[config.mk]
export PLATFORM = sky130hd
export DESIGN_NAME = scan_line_edge_picker_unit_flat
export DESIGN_NICKNAME = d
export VERILOG_FILES = /design/src/slep_pkg.sv /design/src/slep_if.sv /design/src/scan_line_edge_picker_unit.sv /design/src/slep_fifo.sv /design/src/slep_front.sv /design/src/slep_back.sv /design/src/flat_wrapper.sv
export SDC_FILE = /design/constraint.sdc
export NUM_CORES = 2
export LEC_CHECK = 0
export ABC_AREA = 1
export BUFFER_PORTS_ARGS = -buffer_cell sky130_fd_sc_hd__clkbuf_2
export CORE_MARGIN = 1
export CORE_UTILIZATION = 38
export DETAILED_ROUTE_END_ITERATION = 12
export PLACE_DENSITY = 0.56
export SLEW_MARGIN = 30
export SYNTH_ARGS = -nofsm -noshare
export SYNTH_HDL_FRONTEND = slang
export SYNTH_SLANG_ARGS = --single-unit
export TNS_END_PERCENT = 5
[constraint.sdc]
create_clock -name clk -period 10.65 [get_ports clk]
set_clock_uncertainty 0.2 [all_clocks]
set_input_delay 0.5325 -clock clk [delete_from_list [all_inputs] [get_ports clk]]
set_output_delay 0.5325 -clock clk [all_outputs]
set_load 0.02 [all_outputs]
[src/slep_pkg.sv]
// ----------------------------------------------------------------------------
// slep_pkg
// shared constants, configuration layout and classification flags for the
// scan line edge picker
// ----------------------------------------------------------------------------
package slep_pkg;

    localparam int DEF_MAX_HALF_LENGTH = 8;
    localparam int DEF_MAX_LINE_NODES  = 1024;
    localparam int DEF_SAMPLE_BITS     = 12;

    localparam int STRENGTH_W  = 16;
    localparam int THRESH_W    = 8;
    localparam int HALF_W      = 4;
    localparam int LWIDTH_W    = 4;
    localparam int DEPTH_W     = 8;
    localparam int CFG_DATA_W  = 8;
    localparam int CFG_INDEX_W = 3;

    localparam int GROUP_SIZE  = 4;
    localparam int QUEUE_DEPTH = 4;

    localparam logic [CFG_INDEX_W-1:0] CFG_EDGE_THRESHOLD = 3'd0;
    localparam logic [CFG_INDEX_W-1:0] CFG_SELECT_FIRST   = 3'd1;
    localparam logic [CFG_INDEX_W-1:0] CFG_FALLING_EDGE   = 3'd2;
    localparam logic [CFG_INDEX_W-1:0] CFG_HALF_LENGTH    = 3'd3;
    localparam logic [CFG_INDEX_W-1:0] CFG_LINE_WIDTH     = 3'd4;
    localparam logic [CFG_INDEX_W-1:0] CFG_DEPTH_LIMIT    = 3'd5;

    localparam logic [THRESH_W-1:0] RST_EDGE_THRESHOLD = 8'd20;
    localparam logic [HALF_W-1:0]   RST_HALF_LENGTH    = 4'd2;
    localparam logic [LWIDTH_W-1:0] RST_LINE_WIDTH     = 4'd3;
    localparam logic [DEPTH_W-1:0]  RST_DEPTH_LIMIT    = 8'd0;

    typedef struct packed {
        logic [THRESH_W-1:0] edge_threshold;
        logic                select_first;
        logic                falling_edge;
        logic [HALF_W-1:0]   half_length;
        logic [LWIDTH_W-1:0] line_width;
        logic [DEPTH_W-1:0]  depth_limit;
    } cfg_t;

    // classification of one queued transaction
    typedef struct packed {
        logic is_last;
        logic gt_s;
        logic ge_s;
        logic lt_negs;
        logic le_negs;
    } node_flags_t;

endpackage

[src/slep_if.sv]
// ----------------------------------------------------------------------------
// slep_in_if / slep_out_if
// valid/ready channels for profile samples and per-line results
// ----------------------------------------------------------------------------
interface slep_in_if
    import slep_pkg::*;
#(
    parameter int SAMPLE_BITS = DEF_SAMPLE_BITS
);
    logic                   valid;
    logic                   ready;
    logic [SAMPLE_BITS-1:0] sample_sum;
    logic                   last_sample;

    modport source (output valid, output sample_sum, output last_sample, input ready);
    modport sink   (input valid, input sample_sum, input last_sample, output ready);
endinterface

interface slep_out_if
    import slep_pkg::*;
#(
    parameter int MAX_LINE_NODES = DEF_MAX_LINE_NODES
);
    localparam int IDX_W = $clog2(MAX_LINE_NODES);

    logic                         valid;
    logic                         ready;
    logic                         found;
    logic [IDX_W-1:0]             edge_index;
    logic signed [STRENGTH_W-1:0] edge_strength;

    modport source (output valid, output found, output edge_index, output edge_strength,
                    input ready);
    modport sink   (input valid, input found, input edge_index, input edge_strength,
                    output ready);
endinterface

[src/scan_line_edge_picker_unit.sv]
// ----------------------------------------------------------------------------
// scan_line_edge_picker_unit
// box-difference edge picker for one scan line, one result per line
// ----------------------------------------------------------------------------
//  channel   dir  handshake     payload
//  samples   in   valid/ready   sample_sum, last_sample
//  results   out  valid/ready   found, edge_index, edge_strength
//  cfg       in   cfg_we        cfg_index, cfg_data
//
//  one sample transaction per cycle unless stalled; a node passes the front
//  pipeline (window, group sums, difference, compare) before it reaches the
//  queue, and the result leaves in the cycle after the last-sample marker is
//  dequeued. the result register holds until taken while samples of the
//  next line keep flowing; samples stall only when the four-entry queue
//  fills. reset clears control state and loads the register defaults.
// ----------------------------------------------------------------------------
module scan_line_edge_picker_unit
    import slep_pkg::*;
#(
    parameter int MAX_HALF_LENGTH = DEF_MAX_HALF_LENGTH,
    parameter int MAX_LINE_NODES  = DEF_MAX_LINE_NODES,
    parameter int SAMPLE_BITS     = DEF_SAMPLE_BITS
)
(
    input  logic                   clk,
    input  logic                   rst_n,
    input  logic                   cfg_we,
    input  logic [CFG_INDEX_W-1:0] cfg_index,
    input  logic [CFG_DATA_W-1:0]  cfg_data,
    slep_in_if.sink                samples,
    slep_out_if.source             results
);
    localparam int IDX_W   = $clog2(MAX_LINE_NODES);
    localparam int DW      = SAMPLE_BITS + $clog2(MAX_HALF_LENGTH + 1) + 1;
    localparam int FLAGS_W = $bits(node_flags_t);
    localparam int Q_W     = FLAGS_W + IDX_W + DW;

    cfg_t cfg_reg, cfg_next;

    logic                 push, queue_ready, take, entry_valid;
    node_flags_t          push_flags, entry_flags;
    logic [IDX_W-1:0]     push_index, entry_index;
    logic signed [DW-1:0] push_strength, entry_strength;
    logic [Q_W-1:0]       push_data, pop_data;

    always_comb
    begin
        cfg_next = cfg_reg;
        if (cfg_we)
        begin
            unique case (cfg_index)
                CFG_EDGE_THRESHOLD: cfg_next.edge_threshold = cfg_data[THRESH_W-1:0];
                CFG_SELECT_FIRST:   cfg_next.select_first   = cfg_data[0];
                CFG_FALLING_EDGE:   cfg_next.falling_edge   = cfg_data[0];
                CFG_HALF_LENGTH:    cfg_next.half_length    = cfg_data[HALF_W-1:0];
                CFG_LINE_WIDTH:     cfg_next.line_width     = cfg_data[LWIDTH_W-1:0];
                CFG_DEPTH_LIMIT:    cfg_next.depth_limit    = cfg_data[DEPTH_W-1:0];
                default:            cfg_next = cfg_reg;
            endcase
        end
    end

    always_ff @(posedge clk or negedge rst_n)
    begin
        if (!rst_n)
        begin
            cfg_reg.edge_threshold <= RST_EDGE_THRESHOLD;
            cfg_reg.select_first   <= 1'b0;
            cfg_reg.falling_edge   <= 1'b0;
            cfg_reg.half_length    <= RST_HALF_LENGTH;
            cfg_reg.line_width     <= RST_LINE_WIDTH;
            cfg_reg.depth_limit    <= RST_DEPTH_LIMIT;
        end
        else
        begin
            cfg_reg <= cfg_next;
        end
    end

    slep_front #(
        .MAX_HALF_LENGTH (MAX_HALF_LENGTH),
        .MAX_LINE_NODES  (MAX_LINE_NODES),
        .SAMPLE_BITS     (SAMPLE_BITS)
    ) u_front (
        .clk           (clk),
        .rst_n         (rst_n),
        .cfg           (cfg_reg),
        .samples       (samples),
        .push          (push),
        .push_flags    (push_flags),
        .push_index    (push_index),
        .push_strength (push_strength),
        .queue_ready   (queue_ready)
    );

    assign push_data = {push_flags, push_index, push_strength};

    slep_fifo #(
        .WIDTH (Q_W),
        .DEPTH (QUEUE_DEPTH)
    ) u_queue (
        .clk        (clk),
        .rst_n      (rst_n),
        .push       (push),
        .push_data  (push_data),
        .push_ready (queue_ready),
        .pop        (take),
        .pop_data   (pop_data),
        .pop_valid  (entry_valid)
    );

    assign entry_flags    = node_flags_t'(pop_data[Q_W-1 -: FLAGS_W]);
    assign entry_index    = pop_data[DW +: IDX_W];
    assign entry_strength = signed'(pop_data[DW-1:0]);

    slep_back #(
        .MAX_HALF_LENGTH (MAX_HALF_LENGTH),
        .MAX_LINE_NODES  (MAX_LINE_NODES),
        .SAMPLE_BITS     (SAMPLE_BITS)
    ) u_back (
        .clk            (clk),
        .rst_n          (rst_n),
        .cfg            (cfg_reg),
        .entry_valid    (entry_valid),
        .entry_flags    (entry_flags),
        .entry_index    (entry_index),
        .entry_strength (entry_strength),
        .take           (take),
        .results        (results)
    );

endmodule

[src/slep_fifo.sv]
// ----------------------------------------------------------------------------
// slep_fifo
// short register queue between the classifying front and the selecting back
// ----------------------------------------------------------------------------
module slep_fifo
    import slep_pkg::*;
#(
    parameter int WIDTH = 8,
    parameter int DEPTH = QUEUE_DEPTH
)
(
    input  logic             clk,
    input  logic             rst_n,
    input  logic             push,
    input  logic [WIDTH-1:0] push_data,
    output logic             push_ready,
    input  logic             pop,
    output logic [WIDTH-1:0] pop_data,
    output logic             pop_valid
);
    localparam int PTR_W = (DEPTH > 1) ? $clog2(DEPTH) : 1;
    localparam int CNT_W = $clog2(DEPTH + 1);

    logic [WIDTH-1:0] slot_reg [DEPTH];
    logic [PTR_W-1:0] wr_ptr_reg, wr_ptr_next;
    logic [PTR_W-1:0] rd_ptr_reg, rd_ptr_next;
    logic [CNT_W-1:0] count_reg, count_next;
    logic             do_push, do_pop;

    assign push_ready = (count_reg != CNT_W'(DEPTH));
    assign pop_valid  = (count_reg != '0);
    assign pop_data   = slot_reg[rd_ptr_reg];
    assign do_push    = push && push_ready;
    assign do_pop     = pop && pop_valid;

    always_comb
    begin
        wr_ptr_next = wr_ptr_reg;
        rd_ptr_next = rd_ptr_reg;
        count_next  = count_reg;
        if (do_push)
        begin
            wr_ptr_next = (wr_ptr_reg == PTR_W'(DEPTH - 1)) ? '0 : wr_ptr_reg + 1'b1;
        end
        if (do_pop)
        begin
            rd_ptr_next = (rd_ptr_reg == PTR_W'(DEPTH - 1)) ? '0 : rd_ptr_reg + 1'b1;
        end
        if (do_push && !do_pop)
        begin
            count_next = count_reg + 1'b1;
        end
        else if (do_pop && !do_push)
        begin
            count_next = count_reg - 1'b1;
        end
    end

    always_ff @(posedge clk or negedge rst_n)
    begin
        if (!rst_n)
        begin
            wr_ptr_reg <= '0;
            rd_ptr_reg <= '0;
            count_reg  <= '0;
        end
        else
        begin
            wr_ptr_reg <= wr_ptr_next;
            rd_ptr_reg <= rd_ptr_next;
            count_reg  <= count_next;
        end
    end

    always_ff @(posedge clk)
    begin
        if (do_push)
        begin
            slot_reg[wr_ptr_reg] <= push_data;
        end
    end

endmodule

[src/slep_front.sv]
// ----------------------------------------------------------------------------
// slep_front
// sample window, box-difference strength and threshold classification
// ----------------------------------------------------------------------------
module slep_front
    import slep_pkg::*;
#(
    parameter int MAX_HALF_LENGTH = DEF_MAX_HALF_LENGTH,
    parameter int MAX_LINE_NODES  = DEF_MAX_LINE_NODES,
    parameter int SAMPLE_BITS     = DEF_SAMPLE_BITS,
    localparam int IDX_W          = $clog2(MAX_LINE_NODES),
    localparam int DW             = SAMPLE_BITS + $clog2(MAX_HALF_LENGTH + 1) + 1
)
(
    input  logic                 clk,
    input  logic                 rst_n,
    input  cfg_t                 cfg,
    slep_in_if.sink              samples,
    output logic                 push,
    output node_flags_t          push_flags,
    output logic [IDX_W-1:0]     push_index,
    output logic signed [DW-1:0] push_strength,
    input  logic                 queue_ready
);
    localparam int WIN_DEPTH = 2 * MAX_HALF_LENGTH + 1;
    localparam int LEN_W     = $clog2(MAX_HALF_LENGTH + 1);
    localparam int CNT_W     = $clog2(MAX_LINE_NODES + 1);
    localparam int R_GROUPS  = (MAX_HALF_LENGTH + GROUP_SIZE - 1) / GROUP_SIZE;
    localparam int L_GROUPS  = (2 * MAX_HALF_LENGTH + GROUP_SIZE - 1) / GROUP_SIZE;
    localparam int GW        = SAMPLE_BITS + $clog2(GROUP_SIZE + 1);
    localparam int SUM_W     = DW - 1;
    localparam int TW        = THRESH_W + LWIDTH_W;
    localparam int KW        = $clog2(2 * MAX_HALF_LENGTH + 2);
    localparam int SW        = TW + KW;
    localparam int CW        = ((DW > SW) ? DW : SW + 1) + 1;

    logic [SAMPLE_BITS-1:0] win_reg [WIN_DEPTH];
    logic [CNT_W-1:0]       count_reg;
    logic [TW-1:0]          tw_reg;
    logic [KW-1:0]          k_reg;
    logic [SW-1:0]          s_reg;

    logic [LEN_W-1:0]    len;
    logic [LWIDTH_W-1:0] wid;
    logic                stall, accept, in_range, is_node;
    logic [IDX_W-1:0]    node_index;

    logic             p1_valid_reg, p1_last_reg;
    logic [IDX_W-1:0] p1_index_reg;
    logic [LEN_W-1:0] p1_len_reg;

    logic             p2_valid_reg, p2_last_reg;
    logic [IDX_W-1:0] p2_index_reg;
    logic [GW-1:0]    p2_right_reg [R_GROUPS];
    logic [GW-1:0]    p2_left_reg  [L_GROUPS];

    logic                 p3_valid_reg, p3_last_reg;
    logic [IDX_W-1:0]     p3_index_reg;
    logic signed [DW-1:0] p3_d_reg;

    logic [SAMPLE_BITS-1:0] r_el [R_GROUPS * GROUP_SIZE];
    logic [SAMPLE_BITS-1:0] l_el [L_GROUPS * GROUP_SIZE];
    logic [GW-1:0]          r_grp [R_GROUPS];
    logic [GW-1:0]          l_grp [L_GROUPS];
    logic [SUM_W-1:0]       r_sum, l_sum;
    logic signed [DW-1:0]   d_next;
    logic signed [CW-1:0]   ds, ss, nss;

    assign stall         = p3_valid_reg && !queue_ready;
    assign samples.ready = !stall;
    assign accept        = samples.valid && !stall;

    always_comb
    begin
        if (int'(cfg.half_length) > MAX_HALF_LENGTH)
        begin
            len = LEN_W'(MAX_HALF_LENGTH);
        end
        else
        begin
            len = LEN_W'(cfg.half_length);
        end
        wid        = (cfg.line_width == '0) ? LWIDTH_W'(1) : cfg.line_width;
        in_range   = (count_reg < CNT_W'(MAX_LINE_NODES));
        is_node    = (len != '0) && (int'(count_reg) >= 2 * int'(len));
        node_index = IDX_W'(int'(count_reg) - int'(len));
    end

    // threshold scale, two registered products
    always_ff @(posedge clk or negedge rst_n)
    begin
        if (!rst_n)
        begin
            tw_reg <= '0;
            k_reg  <= '0;
            s_reg  <= '0;
        end
        else
        begin
            tw_reg <= TW'(cfg.edge_threshold) * TW'(wid);
            k_reg  <= KW'(2 * int'(len) + 1);
            s_reg  <= SW'(tw_reg) * SW'(k_reg);
        end
    end

    always_ff @(posedge clk or negedge rst_n)
    begin
        if (!rst_n)
        begin
            count_reg <= '0;
        end
        else if (accept)
        begin
            if (samples.last_sample)
            begin
                count_reg <= '0;
            end
            else if (in_range)
            begin
                count_reg <= count_reg + 1'b1;
            end
        end
    end

    always_ff @(posedge clk)
    begin
        if (accept && !samples.last_sample && in_range)
        begin
            win_reg[0] <= samples.sample_sum;
            for (int i = 1; i < WIN_DEPTH; i++)
            begin
                win_reg[i] <= win_reg[i-1];
            end
        end
    end

    // masked group sums over the current window
    always_comb
    begin
        for (int k = 0; k < R_GROUPS * GROUP_SIZE; k++)
        begin
            r_el[k] = '0;
        end
        for (int k = 0; k < MAX_HALF_LENGTH; k++)
        begin
            if (k < int'(p1_len_reg))
            begin
                r_el[k] = win_reg[k];
            end
        end
        for (int e = 0; e < L_GROUPS * GROUP_SIZE; e++)
        begin
            l_el[e] = '0;
        end
        for (int e = 0; e < 2 * MAX_HALF_LENGTH; e++)
        begin
            if (e >= int'(p1_len_reg) && e < 2 * int'(p1_len_reg))
            begin
                l_el[e] = win_reg[e+1];
            end
        end
        for (int g = 0; g < R_GROUPS; g++)
        begin
            r_grp[g] = '0;
            for (int e = 0; e < GROUP_SIZE; e++)
            begin
                r_grp[g] = r_grp[g] + GW'(r_el[g * GROUP_SIZE + e]);
            end
        end
        for (int g = 0; g < L_GROUPS; g++)
        begin
            l_grp[g] = '0;
            for (int e = 0; e < GROUP_SIZE; e++)
            begin
                l_grp[g] = l_grp[g] + GW'(l_el[g * GROUP_SIZE + e]);
            end
        end
    end

    always_comb
    begin
        r_sum = '0;
        l_sum = '0;
        for (int g = 0; g < R_GROUPS; g++)
        begin
            r_sum = r_sum + SUM_W'(p2_right_reg[g]);
        end
        for (int g = 0; g < L_GROUPS; g++)
        begin
            l_sum = l_sum + SUM_W'(p2_left_reg[g]);
        end
        d_next = signed'({1'b0, r_sum}) - signed'({1'b0, l_sum});
    end

    always_ff @(posedge clk or negedge rst_n)
    begin
        if (!rst_n)
        begin
            p1_valid_reg <= 1'b0;
            p2_valid_reg <= 1'b0;
            p3_valid_reg <= 1'b0;
        end
        else if (!stall)
        begin
            p1_valid_reg <= accept && (samples.last_sample || (in_range && is_node));
            p2_valid_reg <= p1_valid_reg;
            p3_valid_reg <= p2_valid_reg;
        end
    end

    always_ff @(posedge clk)
    begin
        if (!stall)
        begin
            p1_last_reg  <= samples.last_sample;
            p1_index_reg <= node_index;
            p1_len_reg   <= len;
            p2_last_reg  <= p1_last_reg;
            p2_index_reg <= p1_index_reg;
            p2_right_reg <= r_grp;
            p2_left_reg  <= l_grp;
            p3_last_reg  <= p2_last_reg;
            p3_index_reg <= p2_index_reg;
            p3_d_reg     <= d_next;
        end
    end

    // compare at full precision against +s and -s
    always_comb
    begin
        ds  = CW'(p3_d_reg);
        ss  = signed'(CW'(s_reg));
        nss = -ss;
        push_flags.is_last = p3_last_reg;
        push_flags.gt_s    = (ds > ss);
        push_flags.ge_s    = (ds >= ss);
        push_flags.lt_negs = (ds < nss);
        push_flags.le_negs = (ds <= nss);
    end

    assign push          = p3_valid_reg && queue_ready;
    assign push_index    = p3_index_reg;
    assign push_strength = p3_d_reg;

endmodule

[src/slep_back.sv]
// ----------------------------------------------------------------------------
// slep_back
// strongest / first edge selection and per-line result register
// ----------------------------------------------------------------------------
module slep_back
    import slep_pkg::*;
#(
    parameter int MAX_HALF_LENGTH = DEF_MAX_HALF_LENGTH,
    parameter int MAX_LINE_NODES  = DEF_MAX_LINE_NODES,
    parameter int SAMPLE_BITS     = DEF_SAMPLE_BITS,
    localparam int IDX_W          = $clog2(MAX_LINE_NODES),
    localparam int DW             = SAMPLE_BITS + $clog2(MAX_HALF_LENGTH + 1) + 1
)
(
    input  logic                 clk,
    input  logic                 rst_n,
    input  cfg_t                 cfg,
    input  logic                 entry_valid,
    input  node_flags_t          entry_flags,
    input  logic [IDX_W-1:0]     entry_index,
    input  logic signed [DW-1:0] entry_strength,
    output logic                 take,
    slep_out_if.source           results
);
    logic signed [DW-1:0] best_reg, best_next;
    logic [IDX_W-1:0]     best_idx_reg, best_idx_next;
    logic                 found_reg, found_next;
    logic                 pend_reg, pend_next;
    logic [IDX_W-1:0]     pend_idx_reg, pend_idx_next;
    logic [DEPTH_W-1:0]   look_reg, look_next;

    logic                         out_valid_reg, out_valid_next;
    logic                         out_found_reg, out_found_next;
    logic [IDX_W-1:0]             out_index_reg, out_index_next;
    logic signed [STRENGTH_W-1:0] out_strength_reg, out_strength_next;

    logic got, cand, opp;

    assign take = entry_valid
               && (!entry_flags.is_last || !out_valid_reg || results.ready);

    always_comb
    begin
        best_next         = best_reg;
        best_idx_next     = best_idx_reg;
        found_next        = found_reg;
        pend_next         = pend_reg;
        pend_idx_next     = pend_idx_reg;
        look_next         = look_reg;
        out_valid_next    = out_valid_reg && !results.ready;
        out_found_next    = out_found_reg;
        out_index_next    = out_index_reg;
        out_strength_next = out_strength_reg;
        got  = found_reg || pend_reg;
        cand = cfg.falling_edge ? entry_flags.lt_negs : entry_flags.gt_s;
        opp  = cfg.falling_edge ? entry_flags.gt_s : entry_flags.lt_negs;
        if (take)
        begin
            if (entry_flags.is_last)
            begin
                out_valid_next    = 1'b1;
                out_found_next    = got;
                out_index_next    = !got ? '0 : (found_reg ? best_idx_reg : pend_idx_reg);
                out_strength_next = got ? STRENGTH_W'(best_reg) : '0;
                best_next         = '0;
                best_idx_next     = '0;
                found_next        = 1'b0;
                pend_next         = 1'b0;
                pend_idx_next     = '0;
                look_next         = '0;
            end
            else if (!cfg.select_first)
            begin
                if (!cfg.falling_edge && entry_strength > best_reg && entry_flags.ge_s)
                begin
                    best_next     = entry_strength;
                    best_idx_next = entry_index;
                    found_next    = 1'b1;
                end
                else if (cfg.falling_edge && entry_strength < best_reg
                         && entry_flags.le_negs)
                begin
                    best_next     = entry_strength;
                    best_idx_next = entry_index;
                    found_next    = 1'b1;
                end
            end
            else if (!found_reg)
            begin
                if (pend_reg)
                begin
                    if (opp)
                    begin
                        pend_next = 1'b0;
                        look_next = '0;
                    end
                    else
                    begin
                        look_next = look_reg - 1'b1;
                        if (look_reg == DEPTH_W'(1))
                        begin
                            found_next    = 1'b1;
                            best_idx_next = pend_idx_reg;
                            pend_next     = 1'b0;
                        end
                    end
                end
                else if (cand)
                begin
                    best_next = entry_strength;
                    if (cfg.depth_limit == '0)
                    begin
                        found_next    = 1'b1;
                        best_idx_next = entry_index;
                    end
                    else
                    begin
                        pend_next     = 1'b1;
                        pend_idx_next = entry_index;
                        look_next     = cfg.depth_limit;
                    end
                end
            end
        end
    end

    always_ff @(posedge clk or negedge rst_n)
    begin
        if (!rst_n)
        begin
            best_reg      <= '0;
            best_idx_reg  <= '0;
            found_reg     <= 1'b0;
            pend_reg      <= 1'b0;
            pend_idx_reg  <= '0;
            look_reg      <= '0;
            out_valid_reg <= 1'b0;
        end
        else
        begin
            best_reg      <= best_next;
            best_idx_reg  <= best_idx_next;
            found_reg     <= found_next;
            pend_reg      <= pend_next;
            pend_idx_reg  <= pend_idx_next;
            look_reg      <= look_next;
            out_valid_reg <= out_valid_next;
        end
    end

    always_ff @(posedge clk)
    begin
        out_found_reg    <= out_found_next;
        out_index_reg    <= out_index_next;
        out_strength_reg <= out_strength_next;
    end

    assign results.valid         = out_valid_reg;
    assign results.found         = out_found_reg;
    assign results.edge_index    = out_index_reg;
    assign results.edge_strength = out_strength_reg;

endmodule
[src/flat_wrapper.sv]
// flat-port wrapper written by rule: the top's interface ports become plain ports
module scan_line_edge_picker_unit_flat import slep_pkg::*;
#(
    parameter int MAX_HALF_LENGTH = DEF_MAX_HALF_LENGTH,
    parameter int MAX_LINE_NODES  = DEF_MAX_LINE_NODES,
    parameter int SAMPLE_BITS     = DEF_SAMPLE_BITS
)
  (clk, rst_n, cfg_we, cfg_index, cfg_data, samples_valid, samples_sample_sum, samples_last_sample, samples_ready, results_valid, results_found, results_edge_index, results_edge_strength, results_ready);
  slep_in_if #(.SAMPLE_BITS(SAMPLE_BITS)) samples_i ();
  slep_out_if #(.MAX_LINE_NODES(MAX_LINE_NODES)) results_i ();
  input  logic clk;
  input  logic rst_n;
  input  logic cfg_we;
  input  logic [CFG_INDEX_W-1:0] cfg_index;
  input  logic [CFG_DATA_W-1:0] cfg_data;
  input wire logic [$bits(samples_i.valid)-1:0] samples_valid;
  input wire logic [$bits(samples_i.sample_sum)-1:0] samples_sample_sum;
  input wire logic [$bits(samples_i.last_sample)-1:0] samples_last_sample;
  output wire logic [$bits(samples_i.ready)-1:0] samples_ready;
  output wire logic [$bits(results_i.valid)-1:0] results_valid;
  output wire logic [$bits(results_i.found)-1:0] results_found;
  output wire logic [$bits(results_i.edge_index)-1:0] results_edge_index;
  output wire logic [$bits(results_i.edge_strength)-1:0] results_edge_strength;
  input wire logic [$bits(results_i.ready)-1:0] results_ready;
  assign samples_i.valid = samples_valid;
  assign samples_i.sample_sum = samples_sample_sum;
  assign samples_i.last_sample = samples_last_sample;
  assign samples_ready = samples_i.ready;
  assign results_valid = results_i.valid;
  assign results_found = results_i.found;
  assign results_edge_index = results_i.edge_index;
  assign results_edge_strength = results_i.edge_strength;
  assign results_i.ready = results_ready;
  scan_line_edge_picker_unit #(.MAX_HALF_LENGTH(MAX_HALF_LENGTH), .MAX_LINE_NODES(MAX_LINE_NODES), .SAMPLE_BITS(SAMPLE_BITS)) u_core (.clk(clk), .rst_n(rst_n), .cfg_we(cfg_we), .cfg_index(cfg_index), .cfg_data(cfg_data), .samples(samples_i), .results(results_i));
endmodule
==> impl_results.md <==
* Outcome: completed
* Die span in y at slightly above 300 microns
* Synth async-reset ratio at 0.206
* Relative slew slack at 0.388
* Initial antenna violation count at 1
* Synth Cell Area at between 30,000 and 40,000 sq um
* Drc violations at 0
* Area Growth Syn to Fin at 12.4%
* Via count at between 20,000 and 25,000
* I/O Buffers at 57
* Final worst-path cycle share at 0.515
* Count leader, synth: nand2_1
* CP endpoint kind: flop
* Fmax at 182 MHz
* GPL Wtd Cong at between 0.8 and 0.9
* Routed Antenna Nets at 0
* Setup violators final at 0
* Total wire length at 79,000 microns
* Fin util at 0.434
* Setup bufs post-CTS at 0
* Kind of critical path: flop to flop
* Clock tree root driver cell: clkbuf_16
* Startpoint Class: flop
* Commonest cells post-synth: 656 x nand2_1, 597 x inv_1, 497 x edfxtp_1
* FILL cells at about 9,000
* Post-synth EDFFs at slightly below 500
* Die width at about 310 microns
* Final Hold Viols at 0
* GRT overflow at 0
* DIE AREA at 96,700 sq um
* Clock buffer count from CTS at 76
* Clock Latency Late Sink at 640 ps
* Initial Utilization at 0.386
* DRT Pass-1 Iters at 5
* YS warnings at 0
* Min cycle time layout at about 5500 ps
* FF+latch count, synth at 626
* Syn avg cell area at 10.5 sq um
* Largest area contributor in the synthesized netlist: edfxtp_1
* R2r worst-path depth at 26
* Max reg flops at 204
* Main synth FF type: edfxtp_1
* Final HPWL DP at just under 60,000 microns
* Seq/Total Area, Yosys at 0.501
* H-tree depth at 3
* Largest net degree at the start of global routing at 96
* Register area at around 18,000 sq um
* Crit path required time at between 10,000 and 15,000 ps
* Slew @ Worst Pin at slightly above 900 ps
* Hold Path Cell Cnt at 3
* DR iter-0 viols at 1,480
* Gate Count Post-Synth at 3,465
* Core area at 93,900 sq um
* Max_cap viols at 0
* Reg clk slew, reported paths at 60 ps
* CTS tree: done
* Site Rows at ~110
* GRT Resource Usage Total at 0.167
* Worst Hold Class: primary input to flop
* CP arrival at 5650 ps
* Distinct cell type count after synthesis at 48
* Wire per inst at approximately 16 microns
* Final TNS setup at 0 ps
* CP max FO at 5
* First-pass GRT wire length at about 130,000 microns
* Final Slew Violations at 0
* Syn Nets at a little under 4,000
* Fin nets at between 4,000 and 5,000
* Longest Clk Path Bufs at 3
* Cells taking the most area after synthesis: edfxtp_1 41%, fa_1 12%, dfrtp_1 8.6%
* CTS Sinks at about 630
* Via/cell ratio at around 4.8
* Vias in the first global route at around 23,000
* IO Pins at between 50 and 60
* # resized after CTS at 0
* Share of the synthesized area in the top cell type at 0.412
* Multi-input logic area at roughly 16,000 sq um
* RSZ-0062 raised after global routing: false
* Share of layout cells above drive strength 1 at 0.0646
==> worst paths after layout <==
| check | startpoint | end | slack [ps] |
|---|---|---|---|
| setup reg to reg | u_core.u_front.p2_left_reg[1] | u_core.u_front.push_strength[16] | 5170 |
| min in group asynchronous | rst_n | u_core.u_front.p1_valid_reg | 250 |
| setup / recovery | u_core.u_front.p2_left_reg[1] | u_core.u_front.push_strength[16] | 5170 |
| max in group asynchronous | rst_n | u_core.u_front.s_reg[14] | 8890 |
| hold / removal | cfg_data[3] | u_core.cfg_reg[3] | 60 |
| hold reg to reg | u_core.u_front.p2_index_reg[2] | u_core.u_front.push_index[2] | 200 |
==> layout make-up <==
| type | count | share of cell area |
|---|---|---|
| Sequential cell | 626 | 0.445 |
| Multi-Input combinational cell | 2164 | 0.381 |
| Inverter | 601 | 0.0555 |
| Clock buffer | 106 | 0.0509 |
| Tap cell | 1254 | 0.0385 |
| Timing Repair Buffer | 105 | 0.0175 |
| Clock inverter | 33 | 0.0109 |
| Antenna cell | 1 | 0.0000614 |
==> per-stage QoR <==
step / worst slack, ps / instance area, sq um / cells / hold slack [ps]
6_report: 5170 / 40800 / 4890 / 63.3
5_1_grt: 4720 / 40800 / 4889 / 61.8
4_1_cts: 5120 / 40800 / 4889 / 18.5
3_5_place_dp: 5160 / 38000 / 4729 / 205
3_3_place_gp: 5210 / 38000 / 4729 / 201
2_1_floorplan: 1090 / 36300 / 3465 / 36.9
==> what timing repair did <==
item / in CTS / in global routing
hold buffers: 21 / 0
endpoints found under the hold margin: 81 / 0
endpoints found under the setup margin: 0 / 0
==> cell families after synthesis <==
logic type	Yosys count	share of synthesized area
muxes	1	0.000311
adders and majority gates	447	0.200
AOI/OAI and AO/OA	440	0.0682
buffers and inverters	675	0.0714
DFF	626	0.501
and+or+nand+nor	1142	0.128
other	1	0.000103
xor gates and xnor gates	133	0.0321
==> layout by cell type, fill, tap and decap left out, drive strengths merged, types with 3 or more instances in the layout <==
| cell type | count |
|---|---|
| a21o | 12 |
| nand3b | 3 |
| bufinv | 8 |
| inv | 604 |
| and2 | 6 |
| nand3 | 82 |
| edfxtp | 497 |
| a221oi | 4 |
| o22ai | 17 |
| xnor2 | 33 |
| nor2 | 307 |
| o21ai | 167 |
| fa | 219 |
| nand4 | 45 |
| a211oi | 11 |
| dlygate4sd3 | 21 |
| a22oi | 11 |
| dfrtp | 124 |
| nor4 | 5 |
| buf | 28 |
| dfstp | 5 |
| nand2 | 661 |
| o21bai | 12 |
| clkbuf | 162 |
| nor3 | 32 |
| xor2 | 100 |
| o211ai | 6 |
| clkinv | 21 |
| a21oi | 175 |
| a21boi | 6 |
| ha | 228 |
| o31ai | 7 |
| a31oi | 6 |
==> worst max-delay path, stage by stage, from the launching register on <==
cell      delay (ps)
edfxtp_1         320
inv_1             50
fa_1             530
inv_1             60
fa_1             530
ha_1             160
inv_1             50
fa_1             390
inv_1             70
a21oi_1           50
o21ai_0          350
nand2_1          100
o211ai_1         150
nand2_1           80
nand2_1          120
nand2_1           60
nand2_1           70
xor2_1            90
fa_1             540
inv_1             40
ha_1             360
nand2_1           80
nor2_1           160
nand4_1           90
o21ai_0          270
a21o_1           150
nand2_1           50
==> routing by layer <==
| layer | part of all wire | global-route usage | up-vias |
|---|---|---|---|
| met3 | 0.039 | 0.0253 | 91 |
| met5 | 0 | 0 | - |
| met1 | 0.47 | 0.232 | 11395 |
| li1 | - | - | 11518 |
| met2 | 0.47 | 0.271 | 385 |
| met4 | 0.019 | 0.0430 | 0 |
Power is not shown: default switching activity piles up to over one toggle a cycle in this logic, so the estimate is an artifact.
